<file path="src/design/fnvnh_pkg.sv">
`default_nettype none
// ----------------------------------------------------------------------------
// fnvnh_pkg
// Shared types, constants and the byte absorb step of the FNV-1a 64 hasher.
// ----------------------------------------------------------------------------
package fnvnh_pkg;

  localparam int unsigned HASH_W             = 64;
  localparam int unsigned BYTE_W             = 8;
  localparam int unsigned MAX_WORD_BYTES     = 8;
  localparam int unsigned WORD_BYTES_DEFAULT = 8;
  localparam int unsigned BYTE_CNT_W         = $clog2(MAX_WORD_BYTES + 1);
  localparam int unsigned QUEUE_DEPTH        = 2;

  localparam logic [HASH_W-1:0] OFFSET_BASIS = 64'hCBF29CE484222325;
  // prime = 2^40 + 0x1B3
  localparam int unsigned       PRIME_SHIFT  = 40;
  localparam logic [8:0]        PRIME_LO     = 9'h1B3;

  typedef enum logic [1:0] {
    OP_RAW  = 2'd0,
    OP_NAME = 2'd1,
    OP_WORD = 2'd2
  } opcode_e;

  typedef struct packed {
    logic [HASH_W-1:0]     data;
    logic [BYTE_CNT_W-1:0] nbytes;
    logic                  first;
    logic                  last;
  } fnvnh_entry_t;

  // One FNV-1a step: xor the byte in, multiply by the prime mod 2^64.
  function automatic logic [HASH_W-1:0] fnv_absorb(input logic [HASH_W-1:0] h,
                                                   input logic [BYTE_W-1:0] b);
    logic [HASH_W-1:0] x;
    logic [HASH_W-1:0] lo;
    x  = h ^ {{(HASH_W-BYTE_W){1'b0}}, b};
    lo = x * {{(HASH_W-9){1'b0}}, PRIME_LO};
    fnv_absorb = (x << PRIME_SHIFT) + lo;
  endfunction

endpackage
`default_nettype wire

</file>
<file path="src/design/fnvnh_front.sv">
`default_nettype none
// ----------------------------------------------------------------------------
// fnvnh_front
// Accepts input items, normalizes name bytes and sets the byte count.
// ----------------------------------------------------------------------------
module fnvnh_front #(
  parameter int unsigned WORD_BYTES = fnvnh_pkg::WORD_BYTES_DEFAULT
) (
  input  wire logic                  in_valid_i,
  output logic                       in_stall_o,
  input  wire logic [1:0]            opcode_i,
  input  wire logic [63:0]           data_value_i,
  input  wire logic                  first_item_i,
  input  wire logic                  last_item_i,
  input  wire logic                  q_full_i,
  output logic                       q_push_o,
  output fnvnh_pkg::fnvnh_entry_t    q_entry_o
);
  import fnvnh_pkg::*;

  logic [BYTE_W-1:0] in_byte;
  logic [BYTE_W-1:0] norm_byte;

  assign in_stall_o = q_full_i;
  assign q_push_o   = in_valid_i && !q_full_i;
  assign in_byte    = data_value_i[BYTE_W-1:0];

  always_comb begin
    if (in_byte inside {[8'h41:8'h5A]}) begin
      norm_byte = in_byte + 8'h20;
    end else if (in_byte == 8'h5C) begin
      norm_byte = 8'h2F;
    end else begin
      norm_byte = in_byte;
    end
  end

  always_comb begin
    q_entry_o.first = first_item_i;
    q_entry_o.last  = last_item_i;
    case (opcode_e'(opcode_i))
      OP_RAW: begin
        q_entry_o.data   = {{(HASH_W-BYTE_W){1'b0}}, in_byte};
        q_entry_o.nbytes = BYTE_CNT_W'(1);
      end
      OP_NAME: begin
        q_entry_o.data   = {{(HASH_W-BYTE_W){1'b0}}, norm_byte};
        q_entry_o.nbytes = BYTE_CNT_W'(1);
      end
      OP_WORD: begin
        q_entry_o.data   = data_value_i;
        q_entry_o.nbytes = BYTE_CNT_W'(WORD_BYTES);
      end
      default: begin
        // undefined opcode absorbs nothing
        q_entry_o.data   = '0;
        q_entry_o.nbytes = '0;
      end
    endcase
  end

endmodule
`default_nettype wire

</file>
<file path="src/design/fnvnh_queue.sv">
`default_nettype none
// ----------------------------------------------------------------------------
// fnvnh_queue
// Short FIFO between the front and the absorb engine.
// ----------------------------------------------------------------------------
module fnvnh_queue (
  input  wire logic                    clk_i,
  input  wire logic                    rst_ni,
  input  wire logic                    push_i,
  input  wire fnvnh_pkg::fnvnh_entry_t entry_i,
  output logic                         full_o,
  input  wire logic                    pop_i,
  output logic                         valid_o,
  output fnvnh_pkg::fnvnh_entry_t      entry_o
);
  import fnvnh_pkg::*;

  localparam int unsigned PTR_W = (QUEUE_DEPTH > 1) ? $clog2(QUEUE_DEPTH) : 1;
  localparam int unsigned CNT_W = $clog2(QUEUE_DEPTH + 1);
  localparam logic [PTR_W-1:0] LAST_PTR = PTR_W'(QUEUE_DEPTH - 1);

  fnvnh_entry_t      slots_q [QUEUE_DEPTH];
  logic [PTR_W-1:0]  wr_ptr_q, wr_ptr_d;
  logic [PTR_W-1:0]  rd_ptr_q, rd_ptr_d;
  logic [CNT_W-1:0]  count_q, count_d;
  logic              do_push, do_pop;

  assign full_o  = (count_q == CNT_W'(QUEUE_DEPTH));
  assign valid_o = (count_q != '0);
  assign entry_o = slots_q[rd_ptr_q];
  assign do_push = push_i && !full_o;
  assign do_pop  = pop_i && valid_o;

  always_comb begin
    wr_ptr_d = wr_ptr_q;
    rd_ptr_d = rd_ptr_q;
    count_d  = count_q;
    if (do_push) begin
      wr_ptr_d = (wr_ptr_q == LAST_PTR) ? '0 : wr_ptr_q + PTR_W'(1);
    end
    if (do_pop) begin
      rd_ptr_d = (rd_ptr_q == LAST_PTR) ? '0 : rd_ptr_q + PTR_W'(1);
    end
    if (do_push && !do_pop) begin
      count_d = count_q + CNT_W'(1);
    end else if (do_pop && !do_push) begin
      count_d = count_q - CNT_W'(1);
    end
  end

  always_ff @(posedge clk_i or negedge rst_ni) begin
    if (!rst_ni) begin
      wr_ptr_q <= '0;
      rd_ptr_q <= '0;
      count_q  <= '0;
    end else begin
      wr_ptr_q <= wr_ptr_d;
      rd_ptr_q <= rd_ptr_d;
      count_q  <= count_d;
    end
  end

  always_ff @(posedge clk_i) begin
    if (do_push) begin
      slots_q[wr_ptr_q] <= entry_i;
    end
  end

endmodule
`default_nettype wire

</file>
<file path="src/design/fnvnh_back.sv">
`default_nettype none
// ----------------------------------------------------------------------------
// fnvnh_back
// Absorb engine: one byte per cycle into the running hash, result register.
// ----------------------------------------------------------------------------
module fnvnh_back (
  input  wire logic                    clk_i,
  input  wire logic                    rst_ni,
  input  wire logic                    q_valid_i,
  input  wire fnvnh_pkg::fnvnh_entry_t q_entry_i,
  output logic                         q_pop_o,
  output logic                         out_valid_o,
  input  wire logic                    out_stall_i,
  output logic [63:0]                  hash_result_o
);
  import fnvnh_pkg::*;

  typedef enum logic [2:0] {
    ST_IDLE   = 3'b001,
    ST_ABSORB = 3'b010,
    ST_EMIT   = 3'b100
  } back_state_e;

  back_state_e           state_q, state_d;
  logic [HASH_W-1:0]     hash_q, hash_d;
  logic [HASH_W-1:0]     data_q, data_d;
  logic [BYTE_CNT_W-1:0] cnt_q, cnt_d;
  logic                  last_q, last_d;
  logic                  out_valid_q, out_valid_d;
  logic [HASH_W-1:0]     out_hash_q, out_hash_d;
  logic                  out_free;

  assign out_free      = !out_valid_q || !out_stall_i;
  assign out_valid_o   = out_valid_q;
  assign hash_result_o = out_hash_q;

  always_comb begin
    state_d     = state_q;
    hash_d      = hash_q;
    data_d      = data_q;
    cnt_d       = cnt_q;
    last_d      = last_q;
    out_valid_d = out_valid_q && out_stall_i;
    out_hash_d  = out_hash_q;
    q_pop_o     = 1'b0;
    case (state_q)
      ST_IDLE: begin
        if (q_valid_i) begin
          q_pop_o = 1'b1;
          hash_d  = q_entry_i.first ? OFFSET_BASIS : hash_q;
          data_d  = q_entry_i.data;
          cnt_d   = q_entry_i.nbytes;
          last_d  = q_entry_i.last;
          if (q_entry_i.nbytes != '0) begin
            state_d = ST_ABSORB;
          end else if (q_entry_i.last) begin
            state_d = ST_EMIT;
          end
        end
      end
      ST_ABSORB: begin
        hash_d = fnv_absorb(hash_q, data_q[BYTE_W-1:0]);
        data_d = data_q >> BYTE_W;
        cnt_d  = cnt_q - BYTE_CNT_W'(1);
        if (cnt_q == BYTE_CNT_W'(1)) begin
          state_d = last_q ? ST_EMIT : ST_IDLE;
        end
      end
      ST_EMIT: begin
        if (out_free) begin
          out_valid_d = 1'b1;
          // zero maps to one on output only
          out_hash_d  = (hash_q == '0) ? HASH_W'(1) : hash_q;
          state_d     = ST_IDLE;
        end
      end
      default: begin
        state_d = ST_IDLE;
      end
    endcase
  end

  always_ff @(posedge clk_i or negedge rst_ni) begin
    if (!rst_ni) begin
      state_q     <= ST_IDLE;
      hash_q      <= OFFSET_BASIS;
      cnt_q       <= '0;
      last_q      <= 1'b0;
      out_valid_q <= 1'b0;
    end else begin
      state_q     <= state_d;
      hash_q      <= hash_d;
      cnt_q       <= cnt_d;
      last_q      <= last_d;
      out_valid_q <= out_valid_d;
    end
  end

  always_ff @(posedge clk_i) begin
    data_q     <= data_d;
    out_hash_q <= out_hash_d;
  end

endmodule
`default_nettype wire

</file>
<file path="src/design/fnv1a64_normalizing_hasher_unit.sv">
`default_nettype none
// ----------------------------------------------------------------------------
// fnv1a64_normalizing_hasher_unit
// Streaming FNV-1a 64 hasher for raw bytes, normalized name bytes and words.
// ----------------------------------------------------------------------------
// Input channel: in_valid_i / in_stall_o with opcode_i, data_value_i,
// first_item_i and last_item_i. An item is taken when valid is high and
// stall is low; first_item_i restarts from the offset basis.
// Output channel: out_valid_o / out_stall_i with hash_result_o, one result
// for each item marked last_item_i.
// Items pass through a two-entry queue into an absorb engine that runs one
// byte per cycle through a single constant multiply. The engine takes an
// item from the queue while idle, then absorbs its N bytes, N being its byte
// count (1 for byte items, WORD_BYTES for word items, 0 for an undefined
// opcode), and for an item marked last then loads the result register.
// While the receiver stalls, the result register holds; the engine waits
// with its next result and the queue keeps taking items until full.
// Reset empties the queue, clears out_valid_o and loads the offset basis.
// ----------------------------------------------------------------------------
module fnv1a64_normalizing_hasher_unit #(
  parameter int unsigned WORD_BYTES = fnvnh_pkg::WORD_BYTES_DEFAULT
) (
  input  wire logic        clk_i,
  input  wire logic        rst_ni,
  input  wire logic        in_valid_i,
  output logic             in_stall_o,
  input  wire logic [1:0]  opcode_i,
  input  wire logic [63:0] data_value_i,
  input  wire logic        first_item_i,
  input  wire logic        last_item_i,
  output logic             out_valid_o,
  input  wire logic        out_stall_i,
  output logic [63:0]      hash_result_o
);
  import fnvnh_pkg::*;

  logic         q_full;
  logic         q_push;
  logic         q_pop;
  logic         q_valid;
  fnvnh_entry_t push_entry;
  fnvnh_entry_t head_entry;

  fnvnh_front #(
    .WORD_BYTES(WORD_BYTES)
  ) u_front (
    .in_valid_i  (in_valid_i),
    .in_stall_o  (in_stall_o),
    .opcode_i    (opcode_i),
    .data_value_i(data_value_i),
    .first_item_i(first_item_i),
    .last_item_i (last_item_i),
    .q_full_i    (q_full),
    .q_push_o    (q_push),
    .q_entry_o   (push_entry)
  );

  fnvnh_queue u_queue (
    .clk_i  (clk_i),
    .rst_ni (rst_ni),
    .push_i (q_push),
    .entry_i(push_entry),
    .full_o (q_full),
    .pop_i  (q_pop),
    .valid_o(q_valid),
    .entry_o(head_entry)
  );

  fnvnh_back u_back (
    .clk_i        (clk_i),
    .rst_ni       (rst_ni),
    .q_valid_i    (q_valid),
    .q_entry_i    (head_entry),
    .q_pop_o      (q_pop),
    .out_valid_o  (out_valid_o),
    .out_stall_i  (out_stall_i),
    .hash_result_o(hash_result_o)
  );

  a_nonzero_result: assert property (@(posedge clk_i) disable iff (!rst_ni)
    out_valid_o |-> (hash_result_o != '0))
    else $error("zero hash result emitted");

  a_pop_needs_entry: assert property (@(posedge clk_i) disable iff (!rst_ni)
    q_pop |-> q_valid)
    else $error("engine popped an empty queue");

  a_push_lands: assert property (@(posedge clk_i) disable iff (!rst_ni)
    (q_push && !q_pop) |=> q_valid)
    else $error("pushed item missing from queue");

  a_stall_when_full: assert property (@(posedge clk_i) disable iff (!rst_ni)
    q_full |-> (in_stall_o && !q_push))
    else $error("item accepted into a full queue");

endmodule
`default_nettype wire

</file>
<file path="config.mk">
export PLATFORM = sky130hd
export DESIGN_NAME = fnv1a64_normalizing_hasher_unit
export DESIGN_NICKNAME = d
export VERILOG_FILES = /design/src/design/fnvnh_pkg.sv /design/src/design/fnvnh_front.sv /design/src/design/fnvnh_queue.sv /design/src/design/fnvnh_back.sv /design/src/design/fnv1a64_normalizing_hasher_unit.sv
export SDC_FILE = /design/constraint.sdc
export NUM_CORES = 1
export LEC_CHECK = 0
export BUFFER_PORTS_ARGS = -buffer_cell sky130_fd_sc_hd__buf_2
export CAP_MARGIN = 20
export CORE_ASPECT_RATIO = 2
export CORE_UTILIZATION = 40
export CTS_CLUSTER_SIZE = 12
export DETAILED_ROUTE_END_ITERATION = 10
export REMOVE_ABC_BUFFERS = 1
export SLEW_MARGIN = 20
export SYNTH_ARGS = -nofsm -noshare
export SYNTH_HDL_FRONTEND = slang
export SYNTH_SLANG_ARGS = --single-unit
export TNS_END_PERCENT = 1
</file>
<file path="constraint.sdc">
create_clock -name clk_i -period 6.17 [get_ports clk_i]
set_input_delay 1.234 -clock clk_i [delete_from_list [all_inputs] [get_ports clk_i]]
set_output_delay 1.234 -clock clk_i [all_outputs]
set_load 0.05 [all_outputs]
</file>
Word-level counts from Yosys, hierarchy flattened:

Memories as Yosys holds them, arrays and structs flattened.
Cells that the tools add are included.

* register bits: 205
* latch bits: 0
* memory bits (writable): 140
* bits in read-only memories: 0
* memories: 1

Memory list
* u_queue.slots_q: depth 2, bits a word 70, read ports 1, clocked after memory_dff 0, wr ports 1, line fnvnh_queue.sv:22 `fnvnh_entry_t slots_q [QUEUE_DEPTH];`

* $add $sub $neg: 7
* multipliers: 1
* div/mod/pow operators: 0
* order comparisons: 2
* eq/ne operators: 13
* shift-type cells: 0
* multiplexer cells: 27
* bitwise logic cells: 1
* reductions and logical operators: 24

Operator list (number)
* 64-bit case mux with 2 select lines: 2
* 68-bit case mux with 3 select lines: 1
* 64-bit 2-to-1 mux: 3
* 64-bit adder: 1
* 64-bit zero test: 1
* 64-bit by 9-bit multiplier with 64-bit output, second input constant: 1
* 64-bit by 8-bit XOR with 64-bit output: 1
* 3-bit 2-to-1 mux: 6
* 8-bit 2-to-1 mux: 2
* 3-bit case mux with 3 select lines: 1
* 8-bit by 6-bit adder with 8-bit output, second input constant: 1
* 8-bit by 7-bit == test with 1-bit output, second input constant: 1
* 8-bit by 7-bit greater-or-equal comparator with 1-bit output, second input constant: 1
* 8-bit by 7-bit <= comparator with 1-bit output, second input constant: 1
* 1-bit 2-to-1 mux: 8
* 4-bit case mux with 2 select lines: 1
* 1-bit logical AND: 7
* 2-bit by 1-bit inequality test with 1-bit output, second input constant: 3
* 2-bit AND reduction: 3
* 2-bit nonzero test: 3
* 1-bit zero test: 5
* 2-bit == test, second input constant: 2
* 4-bit by 1-bit == test with 1-bit output, second input constant: 1
* 2-bit 2-to-1 mux: 2
* other kinds (16): 17

Depth between registers and ports, before layout:

Gate-level depths: netlist of the first run.

* depth after elaboration: 8
* depth in mapped cells: 24
* mapped depth without buffers: 24

By module:

Synthesis of the first run repeated with hierarchy kept, for this count alone.

* cell total of the unflattened synthesis: 2435
* area total of the unflattened synthesis: 26684.3 um^2

By module, submodules not included
* fnvnh_back: times used 1, cells an instance 2089, area an instance 20423.3 um^2, seq. area each 5706.7 um^2
* fnvnh_queue: times used 1, cells an instance 237, area an instance 5602.9 um^2, seq. area each 4304.1 um^2
* fnvnh_front: times used 1, cells an instance 109, area an instance 658.1 um^2, seq. area each 0.0 um^2

Worst setup path before layout of the first run:

OpenSTA, ideal clock, no wires.

* path type: register to register
* start: register u_back.hash_q[17]
* end: register u_back.hash_q[48]
* arrival time: 5372 ps
* path slack: 671 ps
* cell stages (with the launch flop): 23
* buffers on the path: 0
* cells stage by stage: dfstp_2 inv_1 ha_1 inv_1 fa_1 inv_1 fa_1 inv_1 fa_1 inv_1 ha_1 ha_1 a21o_1 a21o_1 a21o_1 a21o_1 a221oi_2 o21ai_2 nand3_1 o31ai_2 a211oi_2 a2111oi_0 a311o_1

* word-level cells in the longest chain between the ends: 4

RTL lines
* from (decl): line fnvnh_back.sv:25 `logic [HASH_W-1:0] hash_q, hash_d;`
* from (signal assigned): line fnvnh_back.sv:92 `hash_q <= hash_d;`
* 64-bit by 8-bit XOR with 64-bit output: line fnvnh_pkg.sv:38 `x = h ^ {{(HASH_W-BYTE_W){1'b0}}, b};`
* 64-bit by 9-bit multiplier with 64-bit output: line fnvnh_pkg.sv:39 `lo = x * {{(HASH_W-9){1'b0}}, PRIME_LO};`
* 64-bit adder: line fnvnh_pkg.sv:40 `fnv_absorb = (x << PRIME_SHIFT) + lo;`
* 64-bit case mux with 2 select lines: line fnvnh_back.sv:46 `case (state_q)`

Every way passes these cells.
A chain may end at the register's enable or synchronous reset.

Worst setup path after layout of the first run:

* start: register u_back.hash_q[42]
* end: register u_back.hash_q[61]

The elaborated chain is that of the path after synthesis.

==> run_results.csv, run 1 <==
group,metric,value,unit
timing,post-route-period-util,0.975,
cts,clkTransAtPathRegs,0.07,ns
logic_synthesis,yosysSeqAreaShare,0.390,
critical_path,r2r_end,"u_back.hash_q[61]",
routing,drtIter0Drc,779,
flow_run,maxCapViolCount,0,
critical_path,cp.arrival,6.43,ns
critical_path,reg2reg_from,"u_back.hash_q[42]",
logic_synthesis,synth-simple-area-share,0.0639,
outcome,outcome,"completed",
floorplanning,io_pins,138,
critical_path,cp-end-kind,"flop",
place,dp_hpwl,60700,um
global_routing,grt_pass1_wl,113000,um
cts,cts_tree,"done",
logic_synthesis,synth_ff_type,"edfxtp_1",
logic_synthesis,yosys.area_share.adder,0.278,
floorplanning,core,62800,sq um
critical_path,crit_fanout,4,
routing,wire_per_inst,22.8,um
floorplanning,die_w,180,um
worst_hold_path,hold-path-endpoint,"u_back.cnt_q[3]",
global_routing,grt_max_degree,86,
critical_path,crit_type,"flop to flop",
timing,slew_headroom,0.289,
finish,layout-area-overhead-vs-synth,13.5,%
global_routing,overflow,0,
floorplanning,die-area,64500,sq um
logic_synthesis,synth_area,25400,sq um
critical_path,reg2reg_depth,24,
timing,slew_viol_final,0,
timing,finalSetupViolations,0,
place,place.gp.congestion,1.03,
cts,clock_latency,0.57,ns
floorplanning,start_util,0.404,
global_routing,antenna_found_initial,0,
logic_synthesis,synth-compound-area-share,0.106,
worst_hold_path,hold_class,"flop to flop",
timing,finalCriticalPeriod,6.02,ns
floorplanning,die_h,358,um
logic_synthesis,synthTopCellsByArea,"edfxtp_1, fa_1, ha_1",
logic_synthesis,synthXorXnorAreaFrac,0.0480,
logic_synthesis,synthDistinctLibCells,71,
critical_path,ff2ff_setup_slack,0.15,ns
cts,cts_inserted_buffers,36,
worst_hold_path,worstHoldPathCells,1,
timing,tightest_slew,1.07,ns
logic_synthesis,synth_mux_area_frac,0.0264,
routing,wl,75700,um
logic_synthesis,syn_inst,2333,
cts,cts.sinks,341,
logic_synthesis,yosysMostFrequentCell,"inv_1",
routing,vias_per_cell,5.25,
global_routing,grt_pass1_vias,19180,
logic_synthesis,syn_area_per_cell,10.9,sq um
finish,fin_nets,3018,
routing,antenna_left,0,
finish,layout-drive-gt1-share,0.146,
place,portBuffers,137,
routing,vias,17447,
global_routing,grt_usage,0.240,
place,dpl_cell_area,27400,sq um
critical_path,crit_path_start_kind,"flop",
floorplanning,rows,130,
routing,firstDrtPassIters,8,
finish,design_area,28800,sq um
logic_synthesis,synth_common_cells,"inv_1, edfxtp_1, ha_1",
cts,h-tree-depth,2,
timing,hold_viol,0,
logic_synthesis,synth_seq_cells,341,
worst_hold_path,hp-start,"u_back.cnt_q[3]",
timing,fmax,166,MHz
finish,diodes,0,
finish,fill_cells,5915,
logic_synthesis,synth_top_area_frac,0.313,
logic_synthesis,yosysTopAreaCell,"edfxtp_1",
logic_synthesis,synth_warnings,0,
cts,clk_path_buf_depth,3,
cts,root_buffer,"clkbuf_16",
routing,drc,0,
logic_synthesis,synth_top_family_by_area,"adder cells",
timing,clock_skew,0.0249,ns
critical_path,critPathRequiredTime,6.59,ns
logic_synthesis,synth_edf_count,264,
logic_synthesis,async_reset_ff_frac,0.226,
==> logic make-up (layout without fill, tap and decap cells) <==
family	count (synthesis)	after routing
AO/OA/AOI/OAI	435	435
AND/OR/NAND/NOR	327	327
multiplexers	67	67
buffers and inverters	586	782
flip-flops	341	341
adder cells (fa/ha/maj)	438	438
XOR/XNOR	139	139
==> state kept, by name (all words and copies together) (netlist names) <==
signal                count
u_queue.count_q           2
u_queue.slots_q         136
u_back.hash_result_o     64
u_back.out_valid_o        1
u_back.last_q             1
u_back.cnt_q              4
u_back.hash_q            64
u_back.state_q            3
u_back.data_q            64
u_queue.wr_ptr_q          1
u_queue.rd_ptr_q          1
==> timing repair <==
item	CTS	global route
setup endpoints to repair	1	18
gates resized for setup	5	41
pin swaps	2	6
hold buffers	0	0
setup buffers	0	3
==> worst max-delay path, stage by stage, from the launching register on <==
cell and delay, ns:
dfstp_2 0.63, inv_1 0.18, ha_1 0.35, inv_1 0.08, fa_1 0.48, inv_1 0.07, fa_1 0.50, fa_1 0.51
inv_1 0.05, fa_1 0.48, inv_1 0.05, ha_1 0.30, buf_4 0.16, inv_1 0.13, o21bai_1 0.10, a21oi_1 0.16
o21ai_0 0.15, a21o_1 0.17, a31o_2 0.27, a41o_1 0.29, a21oi_1 0.20, o21ai_1 0.08, a21oi_1 0.19, xor2_1 0.17
o22ai_1 0.09
==> metal layers <==
metal	part of all wire	global-route usage	routed length [um]	vias up
met5	0	0	0	-
met4	0.10	0.216	7770	0
met3	0.042	0.0350	3160	277
met2	0.54	0.463	41100	565
met1	0.31	0.213	23600	8568
li1	-	-	-	8037
==> cell usage in the layout (no fill, tap or decap), types with 61 or more instances in the layout <==
cell type / Yosys / final
fa_1: 210 / 209
xnor2_1: 75 / 72
ha_1: 228 / 218
nand2_1: 124 / 123
inv_1: 494 / 493
edfxtp_1: 264 / 264
buf_4: 0 / 93
mux2i_1: 67 / 67
a21oi_1: 135 / 132
o21ai_0: 109 / 105
buf_2: 2 / 136
xor2_1: 64 / 61
and2_1: 62 / 62
==> stage by stage <==
| stage | cells | util | TNS, ns | setup WS (ns) | hold slack, ns |
|---|---|---|---|---|---|
| final | 3321 | 0.459 | 0 | 0.154 | 0.504 |
| after global routing | 3321 | 0.459 | -0.000553 | -0.000553 | 0.521 |
| after CTS | 3318 | 0.455 | 0 | 0.0504 | 0.505 |
| after detailed placement | 3259 | 0.436 | -0.335 | -0.335 | 0.495 |
| after global placement | 3259 | 0.436 | -0.248 | -0.248 | 0.478 |
| after floorplan | 2241 | - | -351.72 | -5.84 | 0.461 |
==> cell type report <==
type                       instances  area, sq um  share of cell area
clock inverter                     7          149             0.00517
sequential                       341         9900               0.344
multi-input combinational       1406        13500               0.469
timing repair buffer             229         1380              0.0479
inverter                         494         1850              0.0644
tap                              792          991              0.0344
clock buffer                      52         1010              0.0352
==> worst max path at each step <==
| stage | from | end | depth (start not counted) | slack [ns] |
|---|---|---|---|---|
| after floorplan | u_back.state_q[1] | u_back.hash_q[48] | 4 | -5.84 |
| after global placement | u_back.hash_q[2] | u_back.hash_q[35] | 20 | -0.25 |
| after detailed placement | u_back.hash_q[2] | u_back.hash_q[35] | 20 | -0.33 |
| after CTS | u_back.hash_q[2] | u_back.hash_q[35] | 20 | 0.05 |
| after global routing | u_back.hash_q[6] | u_back.hash_q[48] | 22 | -0.0006 |
| final | u_back.hash_q[42] | u_back.hash_q[61] | 24 | 0.15 |
Power of run 1 is not shown: default switching activity piles up to over one toggle a cycle in this logic, so the estimate is an artifact.
==> inputs of run 2 (changes only) <==
- PLACE_DENSITY: unset -> 0.64
- SLEW_MARGIN: 20 -> 40
- SYNTH_HIERARCHICAL: unset -> 1
==> run_results.csv, run 2 <==
group,metric,value,unit
place,portBuffers,137,
routing,antenna_left,0,
place,dp_hpwl,60700,um
timing,hold_viol,0,
routing,maxUsedRoutingLayer,"met5",
global_routing,grt_max_degree,75,
cts,clk_path_buf_depth,3,
finish,largest_register,"u_queue/slots_q",
logic_synthesis,synth_edf_count,268,
critical_path,startpoint,"u_back/hash_q[2]",
logic_synthesis,syn_inst,2435,
cts,ctsHoldBuffers,0,
critical_path,crit_top_cell,"ha_1",
global_routing,overflow,0,
critical_path,cp-end-kind,"flop",
timing,grt_setup_unrepaired,"true",
cts,cts.sinks,345,
logic_synthesis,synthTopCellsByArea,"edfxtp_1, fa_1, ha_1",
timing,slew_headroom,0.453,
finish,final_cell_mix,"inv_1, edfxtp_1, nand2_1",
cts,cts_inserted_buffers,37,
place,place.gp.congestion,0.987,
cts,h-tree-depth,2,
finish,design_area,30000,sq um
global_routing,grt_pass1_wl,114000,um
global_routing,antenna_found_initial,3,
finish,layout-drive-gt1-share,0.171,
cts,clkTransAtPathRegs,0.06,ns
global_routing,grt_usage,0.227,
critical_path,cp_cell_sequence,"xnor2_1 -> inv_1 -> ha_1 -> xor2_1 -> ha_1 -> or2_2 -> fa_1 -> fa_1 -> ha_1 -> ha_1 -> a21oi_2 -> o211ai_1 -> a221oi_4 -> a2111oi_2 -> or3b_4 -> a41oi_4 -> o41ai_4 -> a31o_4 -> a2111oi_4 -> nor3_2",
logic_synthesis,async_reset_ff_frac,0.223,
timing,clock_skew,0.0401,ns
global_routing,grt_pass1_vias,19830,
floorplanning,die_w,185,um
flow_run,maxCapViolCount,0,
critical_path,crit_type,"flop to flop",
floorplanning,io_pins,138,
timing,finalCriticalPeriod,6.01,ns
routing,vias,17944,
timing,tightest_slew,0.820,ns
worst_hold_path,hp-start,"u_back/data_q[41]",
floorplanning,core,65900,sq um
critical_path,slowest_stage,"dfstp_2",
routing,drt-met1-wl,24200,um
finish,layout_commonest_cell,"inv_1",
logic_synthesis,synth_seq_cells,345,
critical_path,crit_path_start_kind,"flop",
finish,largest_register_ffs,140,
finish,fin_nets,3148,
logic_synthesis,synth_common_cells,"inv_1, edfxtp_1, nand2_1",
critical_path,reg2reg_from,"u_back/hash_q[2]",
routing,drc,0,
critical_path,cp.arrival,6.50,ns
critical_path,crit_path_max_incr_delay,0.57,ns
routing,vias_per_cell,5.07,
critical_path,critPathRequiredTime,6.66,ns
floorplanning,start_util,0.405,
floorplanning,die-area,67800,sq um
logic_synthesis,synth_ff_type,"edfxtp_1",
floorplanning,die_h,367,um
logic_synthesis,yosysSeqAreaShare,0.375,
routing,dr_wl_met2,41800,um
finish,fill_cells,6265,
routing,route.met3.wl,2710,um
logic_synthesis,synthDistinctLibCells,92,
outcome,outcome,"completed",
cts,root_buffer,"clkbuf_16",
place,dpl_cell_area,28800,sq um
routing,wire_per_inst,21.1,um
timing,finalSetupViolations,0,
worst_hold_path,hold_class,"flop to flop",
logic_synthesis,synth_area,26700,sq um
timing,post-route-period-util,0.974,
logic_synthesis,yosysMostFrequentCell,"inv_1",
logic_synthesis,syn_area_per_cell,11.0,sq um
logic_synthesis,synth_top_area_frac,0.302,
routing,wl,74600,um
timing,fmax,166,MHz
timing,slew_viol_final,0,
logic_synthesis,yosysTopAreaCell,"edfxtp_1",
critical_path,crit_fanout,7,
timing,whs,0.495,ns
floorplanning,rows,133,
cts,cts_tree,"done",
cts,clock_latency,0.57,ns
finish,diodes,0,
finish,layout-area-overhead-vs-synth,12.6,%
routing,firstDrtPassIters,5,
logic_synthesis,synth_warnings,6,
routing,drtIter0Drc,848,
==> run 2: changes by cell type in the layout (fill, tap and decap cells not counted), sizes merged, moves of 63 or more <==
cell / change
mux2: +70
mux2i: -65
a21oi: -63
nand2: +122
o21ai: -63
and3: +64
==> run 2: metrics by stage <==
stage / setup slack, ns / utilization / std cells / setup TNS (ns)
6_report: 0.160 / 0.456 / 3539 / 0
5_1_grt: -0.0679 / 0.456 / 3539 / -0.170
4_1_cts: -0.00357 / 0.454 / 3535 / -0.00357
3_5_place_dp: -0.244 / 0.437 / 3472 / -0.869
3_3_place_gp: -0.266 / 0.437 / 3470 / -1.19
2_1_floorplan: 0.478 / - / 2342 / 0
==> run 2: layout make-up <==
| cell class | instances | area (sq um) | share of cell area |
|---|---|---|---|
| Tap cell | 877 | 1100 | 0.0365 |
| Timing Repair Buffer | 257 | 1630 | 0.0542 |
| Clock inverter | 13 | 118 | 0.00392 |
| Multi-Input combinational cell | 1497 | 14300 | 0.477 |
| Inverter | 500 | 1880 | 0.0626 |
| Sequential cell | 345 | 10000 | 0.333 |
| Clock buffer | 50 | 975 | 0.0325 |
==> run 2: cell families (layout without fill, tap and decap cells) <==
logic type / Yosys count / after routing / synth area share
AOI/OAI and AO/OA: 330 / 330 / 0.0855
xor gates and xnor gates: 136 / 136 / 0.0446
adders and majority gates: 438 / 438 / 0.264
buffers and inverters: 594 / 820 / 0.0931
DFF: 345 / 345 / 0.375
muxes: 72 / 72 / 0.0400
other: 1 / 2 / 0.000141
and+or+nand+nor: 519 / 519 / 0.0970
==> run 2: final timing paths <==
check / endpoint / slack, ns / cells past startpoint
worst max-delay path: u_back/hash_q[62] / 0.16 / 20
worst min-delay path: u_back/data_q[33] / 0.49 / 2
worst max register to register: u_back/hash_q[62] / 0.16 / 20
worst min register to register: u_back/data_q[33] / 0.49 / 2
max in group asynchronous: u_queue/rd_ptr_q / 4.57 / 2
min in group asynchronous: u_back/hash_q[22] / 0.63 / 1
==> run 2: per-layer routing <==
layer / GRT usage / vias to the layer above
li1: - / 8380
met1: 0.210 / 8926
met2: 0.444 / 449
met3: 0.0308 / 187
met4: 0.156 / 2
met5: 0 / -
==> run 2: timing repair <==
action	CTS	global route
setup endpoints to repair	9	17
gates resized for setup	4	13
pin swaps	0	3
setup buffers	0	4
==> run 2: critical path, delay by kind of cell, from the launching register on <==
kind / cells / cell delay (ns)
AO/OA/AOI/OAI: 8 / 1.92
XOR/XNOR: 2 / 0.37
adder cells (fa/ha/maj): 6 / 2.13
buffers and inverters: 1 / 0.10
flip-flops: 1 / 0.57
AND/OR/NAND/NOR: 3 / 0.82
Power of run 2 is left out for the same reason.
